[src/rtl/acl_pkg.sv]
// Shared constants for the address-resolution cache.
`timescale 1ns / 1ps
`default_nettype none

package acl_pkg;

   // Default number of cache entries.
   localparam int DEF_TABLE_ENTRIES = 4;

   // Command codes.
   localparam logic CMD_ADD     = 1'b0;
   localparam logic CMD_RESOLVE = 1'b1;

   // Multicast group block 224.0.0.0/4 and the MAC prefix it maps to.
   localparam logic [3:0]  MCAST_NET = 4'hE;
   localparam logic [23:0] MCAST_OUI = 24'h01_00_5E;

   localparam int IP_W  = 32;
   localparam int MAC_W = 48;

endpackage

`default_nettype wire

[src/rtl/arp_cache_lookup.sv]
// Round-robin address-resolution cache with a sequential table walk.
`timescale 1ns / 1ps
`default_nettype none

// A command transfer is taken at a rising clock edge with start high and busy low.
// An add (req_cmd = CMD_ADD) writes req_ip_addr and req_mac_in into the entry at
// the round-robin write pointer in the accepting cycle; it gives no result and
// does not raise busy, so a new command may follow in the next cycle. A resolve
// of a multicast address (224.0.0.0/4) gives 01:00:5e followed by the low 23
// address bits in the cycle after acceptance, also without raising busy. Any other
// resolve walks the table through its single memory read port, one entry per
// cycle, lowest index first; busy stays high until an entry hits or the last
// entry has been compared on a miss, and the result appears in the first
// cycle with busy low. A miss answers an all-zero MAC. The result is on rsp_mac_out
// for exactly one cycle, marked by rsp_strobe; the receiver cannot stall it and
// must take it then. Reset clears every entry to address 0.0.0.0 with a zero MAC
// at once through per-entry valid bits, so no clearing pass is needed.
module arp_cache_lookup #(
   parameter int TABLE_ENTRIES = acl_pkg::DEF_TABLE_ENTRIES
) (
   input  wire logic                     clock,
   input  wire logic                     reset,
   input  wire logic                     start,
   output logic                          busy,
   input  wire logic                     req_cmd,
   input  wire logic [acl_pkg::IP_W-1:0]  req_ip_addr,
   input  wire logic [acl_pkg::MAC_W-1:0] req_mac_in,
   output logic                          rsp_strobe,
   output logic [acl_pkg::MAC_W-1:0]      rsp_mac_out
);
   import acl_pkg::*;

   localparam int IDX_W = (TABLE_ENTRIES > 1) ? $clog2(TABLE_ENTRIES) : 1;
   localparam logic [IDX_W-1:0] LAST_IDX = IDX_W'(TABLE_ENTRIES - 1);

   typedef enum logic [1:0] {
      ST_IDLE = 2'b01,
      ST_SCAN = 2'b10
   } state_type;

   // Sequencer and bookkeeping.
   state_type            state_ff, state_in;
   logic [IDX_W-1:0]     wp_ff, wp_in;
   logic [IDX_W-1:0]     idx_ff, idx_in;
   logic                 issue_ff, issue_in;
   logic                 rd_vld_ff, rd_vld_in;
   logic                 rd_last_ff, rd_last_in;
   logic [IP_W-1:0]      key_ff, key_in;
   logic                 rsp_strobe_ff, rsp_strobe_in;
   logic [MAC_W-1:0]     rsp_mac_ff, rsp_mac_in;

   // Table storage: valid bits in flip-flops, payload in memory.
   logic [TABLE_ENTRIES-1:0] valid_ff, valid_in;
   logic [IP_W-1:0]          entry_ip_ff  [TABLE_ENTRIES];
   logic [MAC_W-1:0]         entry_mac_ff [TABLE_ENTRIES];
   logic [IP_W-1:0]          rd_ip_ff;
   logic [MAC_W-1:0]         rd_mac_ff;
   logic                     rd_ent_ff;

   logic             accept;
   logic             add_go;
   logic             mcast;
   logic             read_en;
   logic [IP_W-1:0]  cmp_ip;
   logic [MAC_W-1:0] cmp_mac;
   logic             hit;

   assign busy    = (state_ff != ST_IDLE);
   assign accept  = start && !busy;
   assign add_go  = accept && (req_cmd == CMD_ADD);
   assign mcast   = (req_ip_addr[IP_W-1:IP_W-4] == MCAST_NET);
   assign read_en = (state_ff == ST_SCAN) && issue_ff;

   // An entry that was never written since reset reads as all zero.
   assign cmp_ip  = rd_ent_ff ? rd_ip_ff  : '0;
   assign cmp_mac = rd_ent_ff ? rd_mac_ff : '0;
   assign hit     = rd_vld_ff && (cmp_ip == key_ff);

   always_comb begin
      state_in      = state_ff;
      wp_in         = wp_ff;
      idx_in        = idx_ff;
      issue_in      = issue_ff;
      rd_vld_in     = 1'b0;
      rd_last_in    = rd_last_ff;
      key_in        = key_ff;
      rsp_strobe_in = 1'b0;
      rsp_mac_in    = rsp_mac_ff;
      valid_in      = valid_ff;

      unique case (state_ff)
         ST_IDLE: begin
            if (accept) begin
               if (req_cmd == CMD_ADD) begin
                  valid_in[wp_ff] = 1'b1;
                  wp_in = (wp_ff == LAST_IDX) ? '0 : wp_ff + 1'b1;
               end else if (mcast) begin
                  rsp_strobe_in = 1'b1;
                  rsp_mac_in    = {MCAST_OUI, 1'b0, req_ip_addr[22:0]};
               end else begin
                  key_in   = req_ip_addr;
                  idx_in   = '0;
                  issue_in = 1'b1;
                  state_in = ST_SCAN;
               end
            end
         end
         ST_SCAN: begin
            // Issue the next read while the previous one is compared.
            if (issue_ff) begin
               rd_vld_in  = 1'b1;
               rd_last_in = (idx_ff == LAST_IDX);
               if (idx_ff == LAST_IDX) begin
                  issue_in = 1'b0;
               end else begin
                  idx_in = idx_ff + 1'b1;
               end
            end
            if (hit || (rd_vld_ff && rd_last_ff)) begin
               rsp_strobe_in = 1'b1;
               rsp_mac_in    = hit ? cmp_mac : '0;
               rd_vld_in     = 1'b0;
               issue_in      = 1'b0;
               state_in      = ST_IDLE;
            end
         end
         default: begin
            state_in = ST_IDLE;
         end
      endcase
   end

   always_ff @(posedge clock) begin
      if (reset) begin
         state_ff      <= ST_IDLE;
         wp_ff         <= '0;
         idx_ff        <= '0;
         issue_ff      <= 1'b0;
         rd_vld_ff     <= 1'b0;
         rd_last_ff    <= 1'b0;
         rsp_strobe_ff <= 1'b0;
         valid_ff      <= '0;
      end else begin
         state_ff      <= state_in;
         wp_ff         <= wp_in;
         idx_ff        <= idx_in;
         issue_ff      <= issue_in;
         rd_vld_ff     <= rd_vld_in;
         rd_last_ff    <= rd_last_in;
         rsp_strobe_ff <= rsp_strobe_in;
         valid_ff      <= valid_in;
      end
   end

   always_ff @(posedge clock) begin
      key_ff     <= key_in;
      rsp_mac_ff <= rsp_mac_in;
   end

   // Table memory: one write port for adds, one registered read port for the walk.
   always_ff @(posedge clock) begin
      if (add_go) begin
         entry_ip_ff[wp_ff]  <= req_ip_addr;
         entry_mac_ff[wp_ff] <= req_mac_in;
      end
      if (read_en) begin
         rd_ip_ff  <= entry_ip_ff[idx_ff];
         rd_mac_ff <= entry_mac_ff[idx_ff];
         rd_ent_ff <= valid_ff[idx_ff];
      end
   end

   assign rsp_strobe  = rsp_strobe_ff;
   assign rsp_mac_out = rsp_mac_ff;

   // A walk always has a read in flight or one still to issue.
   a_scan_alive: assert property (@(posedge clock) disable iff (reset)
      (state_ff == ST_SCAN) |-> (issue_ff || rd_vld_ff))
      else $error("table walk stalled with nothing in flight");

   // No stale read data survives into the idle state.
   a_idle_clean: assert property (@(posedge clock) disable iff (reset)
      (state_ff == ST_IDLE) |-> (!rd_vld_ff && !issue_ff))
      else $error("read pending while idle");

   // An add never produces a result.
   a_add_silent: assert property (@(posedge clock) disable iff (reset)
      add_go |=> !rsp_strobe)
      else $error("result after an add");

   // A multicast resolve answers in the next cycle with the group prefix.
   a_mcast_resp: assert property (@(posedge clock) disable iff (reset)
      (accept && (req_cmd == CMD_RESOLVE) && mcast) |=>
         (rsp_strobe && (rsp_mac_out[MAC_W-1:MAC_W-24] == MCAST_OUI)))
      else $error("multicast resolve answered wrongly");

   // The walk finishes with exactly one result and then leaves the busy state.
   a_walk_end: assert property (@(posedge clock) disable iff (reset)
      ((state_ff == ST_SCAN) && rd_vld_ff && rd_last_ff) |=>
         (rsp_strobe && !busy))
      else $error("walk ended without a result");

endmodule

`default_nettype wire
[config.mk]
export PLATFORM = sky130hd
export DESIGN_NAME = arp_cache_lookup
export DESIGN_NICKNAME = d
export VERILOG_FILES = /design/src/rtl/acl_pkg.sv /design/src/rtl/arp_cache_lookup.sv
export SDC_FILE = /design/constraint.sdc
export NUM_CORES = 1
export LEC_CHECK = 0
export BUFFER_PORTS_ARGS = -buffer_cell sky130_fd_sc_hd__buf_2
export CAP_MARGIN = 20
export CELL_PAD_IN_SITES_DETAIL_PLACEMENT = 1
export CELL_PAD_IN_SITES_GLOBAL_PLACEMENT = 2
export CORE_MARGIN = 2
export CORE_UTILIZATION = 47
export DETAILED_ROUTE_END_ITERATION = 7
export PLACE_DENSITY_LB_ADDON = 0.12
export SKIP_CTS_REPAIR_TIMING = 1
export SLEW_MARGIN = 20
export SYNTH_ARGS = -nofsm -noshare
export SYNTH_HDL_FRONTEND = slang
export SYNTH_SLANG_ARGS = --single-unit
[constraint.sdc]
create_clock -name clock -period 5.04 [get_ports clock]
set_clock_uncertainty 0.2 [all_clocks]
set_input_delay 1.008 -clock clock [delete_from_list [all_inputs] [get_ports clock]]
set_output_delay 1.008 -clock clock [all_outputs]
set_load 0.03 [all_outputs]
* Yosys cells after proc, flatten, opt, wreduce, memory -nomap -nowiden
Memories as Yosys holds them, arrays and structs flattened. A register that Yosys moved wholly into a read port is not among the register bits.
Index checks and enable logic that the tools add are counted.
** Word-level totals
- Memory bits (read-only) :: 0
- Input bits :: 84
- Latch bits :: 0
- Logic and storage cells :: 92
- RAM bits :: 320
- Memories :: 2
- Bits in registers :: 95
** Cells by class
- Bitwise gates (word level) :: 4
- Divide/modulo/power cells :: 0
- Order comparisons :: 3
- Add/subtract/negate cells :: 2
- Reductions and logical operators :: 17
- Mux-type cells :: 39
- $mul :: 0
- Shift-type cells :: 0
- Equality and inequality tests :: 14
** Memory list
- entry_mac_ff :: depth 4, bits a word 48, read ports 1, clocked after Yosys merged registers in 1, write ports 1, line arp_cache_lookup.sv:55 : logic [MAC_W-1:0] entry_mac_ff [TABLE_ENTRIES];
- entry_ip_ff :: depth 4, bits a word 32, read ports 1, clocked after Yosys merged registers in 1, write ports 1, line arp_cache_lookup.sv:54 : logic [IP_W-1:0] entry_ip_ff [TABLE_ENTRIES];
** Operators with widths (count)
- 48-bit 2-to-1 mux :: 6
- 48-bit case mux with 2 select lines :: 1
- 32-bit equality test :: 1
- 32-bit 2-to-1 mux :: 1
- 2-bit 2-to-1 mux :: 10
- 1-bit 2-to-1 mux :: 15
- 2-bit inequality test (second input constant) :: 6
- 4-bit AND reduction :: 3
- 2-bit case mux with 2 select lines :: 2
- 2-bit equality test (second input constant) :: 3
- 1-bit logical AND :: 6
- 2-bit by 3-bit < comparator with 1-bit output (second input constant) :: 2
- 6-bit AND reduction :: 1
- 5-bit AND reduction :: 1
- 2-bit by 1-bit adder with 2-bit output (second input constant) :: 2
- 4-bit equality test (second input constant) :: 1
- 2-bit by 1-bit inequality test with 1-bit output (second input constant) :: 2
- 4-bit OR :: 1
- 1-bit case mux with 2 select lines :: 2
- 1-bit NOT :: 3
- 3-bit AND reduction :: 1
- 3-bit OR reduction :: 1
- 1-bit binary-select mux with 2-bit select :: 1
- 1-bit demux with 2-bit select :: 1
- 6 further kinds :: 6

* Logic depth before layout (Yosys ltp)
- Depth after elaboration :: 6
- Depth in mapped cells :: 11
- Mapped depth without buffers :: 8

* Least setup slack after synthesis
OpenSTA, ideal clock, no wires.
- Path kind :: in2reg
- Start point :: input port start
- End point :: memory entry_ip_ff[0][0] (enable)
- Slack :: 1.178 ns
- Data arrival time :: 3.214 ns
- Cell stages on the path :: 3
- Data required time :: 4.392 ns
- Path buffers :: 0
- Setup time :: 0.448 ns
- Path through :: nand2_1 -> nor2_1 -> and2_1
** Between the ends
- Word-level cells in the longest chain between the ends :: 4
** Ends and longest elaborated chain
- from (decl) :: line arp_cache_lookup.sv:23 : input wire logic start,
- 1-bit logical AND :: line arp_cache_lookup.sv:69 : assign accept = start && !busy;
- 1-bit logical AND :: line arp_cache_lookup.sv:70 : assign add_go = accept && (req_cmd == CMD_ADD);
- 1-bit 2-to-1 mux :: line arp_cache_lookup.sv:162 : if (add_go) begin
- 1-bit 2-to-1 mux (not written as such) :: line arp_cache_lookup.sv:163 : entry_ip_ff[wp_ff] <= req_ip_addr;
- to (decl) :: line arp_cache_lookup.sv:54
No other way between the ends.

* Worst setup path after layout
- Start point :: register rd_ent_ff
- End point :: register rsp_mac_ff[8] (netlist: rsp_mac_out[8]) (enable)
** Between the ends
- Word-level cells in the longest chain between the ends :: 6
** Ends and longest elaborated chain
- from (decl) :: line arp_cache_lookup.sv:58 : logic rd_ent_ff;
- from (signal assigned) :: line arp_cache_lookup.sv:169 : rd_ent_ff <= valid_ff[idx_ff];
- 32-bit 2-to-1 mux :: line arp_cache_lookup.sv:75 : assign cmp_ip = rd_ent_ff ? rd_ip_ff : '0;
- 32-bit equality test :: line arp_cache_lookup.sv:77 : assign hit = rd_vld_ff && (cmp_ip == key_ff);
- 1-bit logical AND :: line arp_cache_lookup.sv:77
- 1-bit logical OR :: line arp_cache_lookup.sv:119 : if (hit || (rd_vld_ff && rd_last_ff)) begin
- 2-bit by 1-bit inequality test with 1-bit output (no line)
- 5-bit AND reduction (no line)
- to (signal assigned) :: line arp_cache_lookup.sv:157 : rsp_mac_ff <= rsp_mac_in;
- to (decl) :: line arp_cache_lookup.sv:50 : logic [MAC_W-1:0] rsp_mac_ff, rsp_mac_in;
No other way between the ends.
A chain may end at the register's enable or synchronous reset.

==> metrics.cfg <==
[status]
status = finished, final reports clean

[detailed_routing]
vias = 8789
drt_first_pass_iters = 5
routed_via_density = 5.53
drc = 0
drt_iter0_drc = 540
ant_nets = 0
drt-total-wl_um = 39100
routedWlPerCell_um = 24.6

[clock_network]
clk_latency_ns = 0.60
path_clk_slew_ns = 0.06
clockBufferDepth = 3
tritoncts = done
clkSinkCount = 495
cts.htree.levels = 2
cts-root-buf = clkbuf_16
numCtsBuffers = 51

[pwr]
intPower_mw = 6.89
power.share.combinational = 0.030
clkPwrFrac = 0.432
p_total_mw = 8.63
vdd_drop_max_mv = 0.318
p_sw_frac = 0.202
switching_power_mw = 1.74
leakagePower_nw = 6.88
p_per_area_nw_per_um2 = 403
seqPwrFrac = 0.537

[worst_setup_path]
crit_type = reg -> reg
crit_arrival_ns = 4.08
slowest_delay_ns = 1.01
cp-end-kind = register
path_cells = inv_1 -> a221oi_1 -> a31oi_1 -> nor3_2 -> nand4_1 -> nand2_1 -> o22a_2 -> buf_4
cp-start-kind = register
rrSetupSlack_ns = 1.04
crit_slowest_cell = edfxtp_1
crit_required_ns = 5.12
crit_fanout = 32

[floorplan]
die_y_um = 202
initial_core_util = 0.476
fp.dieArea_um2 = 40700
io_pins = 134
die_x_um = 202
core_um2 = 38600
rows = 72

[global_routing]
grt_max_degree = 56
grt_usage = 0.198
grt_antenna_before_repair = 7
grt_pass1_vias = 9480
grt_remaining_overflow = 0
grt_pass1_wl_um = 59400

[sta]
relSlewSlack = 0.314
final_max_slew_viol_count = 0
finalSetupTns_ns = 0
fin_ws_ns = 1.04
worst_pin_slew_ns = 1.03
hold_viol = 0
fin_crit_ns = 4.00
rsz0062_at_grt = no
hold-worst-slack_ns = 0.266
max_freq_mhz = 250
post-route-period-util = 0.793
setup_viol = 0

[place]
hpwl_um = 23600
place_area_um2 = 19700
io_buffers = 133
dp_cells = 1496
place_congestion = 0.775
dpl_worst_slack_ns = 0.997

[finish]
final_common_cell = edfxtp_1
final_util = 0.553
drive_above_1_share = 0.315
area_growth_pct = 16.3
num-nets-final = 1122
final_cell_mix = edfxtp_1, buf_2, mux4_2
num-fill-cells = 3364
fin_area_um2 = 21400
layout.cells.non_filler = 1590

[synth]
synth-edff-count = 481
synth_seq_cells = 495
synth_nets = 953
ys.warnings.count = 0
synth_area_leaders = edfxtp_1, mux4_2, dfxtp_1
synth_cells = 862
synth_cell_type_count = 51
synthFlopType = edfxtp_1
ys_seq_area_frac = 0.801
netlist_area_um2 = 18400
yosysTopAreaCellShare = 0.786
syn-mean-instance-area_um2 = 21.3
yosysTopAreaCell = edfxtp_1
synth-async-reset-ratio = 0

[min_path]
hp-class = reg -> reg

[job]
maxCapViolCount = 0

-- Yosys cell counts, types with 3 or more instances --
cell type / count
ha_1: 7
nor2_1: 18
edfxtp_1: 481
a21o_1: 7
o21ai_0: 5
nand4b_1: 8
nand2_1: 12
buf_2: 3
nand3_1: 9
a22oi_1: 3
o21a_1: 11
o22ai_1: 12
nor2b_1: 24
a31oi_1: 3
nand2b_1: 9
and2_1: 24
mux4_2: 81
buf_1: 9
xor2_1: 10
nor3_1: 12
a21oi_1: 6
inv_1: 17
nor4_1: 4
clkbuf_1: 16
dfxtp_1: 14
a31o_2: 23
-- power groups by stage --
stage	logic (mW)	clock network, mW	registers (mW)
floorplan	0.125	0	4.73
global placement	0.259	0	4.72
detailed placement	0.268	0	4.72
CTS	0.269	3.81	4.63
global route	0.289	3.96	4.64
finish	0.263	3.73	4.63
-- layer usage --
metal  part of all wire  up-vias  GRT usage
met4              0.024        6     0.0628
met1               0.44     4608      0.272
met5            0.00084        -          0
met2               0.48      208      0.322
li1                   -     3894          -
met3              0.053       73     0.0400
-- flip-flops by register name, summed over array words and instances, names as in the netlist --
| register | count |
|---|---|
| rsp_strobe | 1 |
| valid_ff | 4 |
| rd_mac_ff | 48 |
| key_ff | 32 |
| entry_mac_ff | 192 |
| rd_vld_ff | 1 |
| wp_ff | 2 |
| rsp_mac_out | 48 |
| rd_last_ff | 1 |
| state_ff | 2 |
| issue_ff | 1 |
| idx_ff | 2 |
| rd_ip_ff | 32 |
| rd_ent_ff | 1 |
| entry_ip_ff | 128 |
-- cell type report --
class	count	area, um^2	share of cell area
Tap cell	518	648	0.0303
Antenna cell	2	5.00	0.000234
Clock buffer	66	1340	0.0628
Clock inverter	26	288	0.0135
Multi-Input combinational cell	318	3480	0.163
Inverter	17	65.1	0.00304
Timing Repair Buffer	148	828	0.0387
Sequential cell	495	14700	0.689
-- worst paths after layout --
| check | from | end | depth (start not counted) |
|---|---|---|---|
| max | rd_ent_ff$_DFFE_PP_ | rsp_mac_out[8]$_DFFE_PP_ | 8 |
| min | valid_ff[3]$_SDFFE_PP0P_ | valid_ff[3]$_SDFFE_PP0P_ | 1 |
| max reg2reg | rd_ent_ff$_DFFE_PP_ | rsp_mac_out[8]$_DFFE_PP_ | 8 |
| min reg2reg | valid_ff[3]$_SDFFE_PP0P_ | valid_ff[3]$_SDFFE_PP0P_ | 1 |
-- logic make-up (layout without fill, tap and decap cells) --
family | count (synthesis) | in the layout | synth area share
flops | 495 | 495 | 0.801
simple gates | 131 | 131 | 0.0420
compound gates | 85 | 85 | 0.0350
mux | 83 | 83 | 0.100
buf+inv | 49 | 257 | 0.0114
xor+xnor | 12 | 12 | 0.00572
fa+ha+maj | 7 | 7 | 0.00476
other cells | 0 | 2 | 0
-- critical path, delay by kind of cell (launching register included) --
family	cells	cell delay, ns
buffers and inverters	2	0.74
and+or+nand+nor	3	0.66
AOI/OAI and AO/OA	3	1.07
DFF	1	1.01
Note: power is estimated with default switching activity, not from simulation.
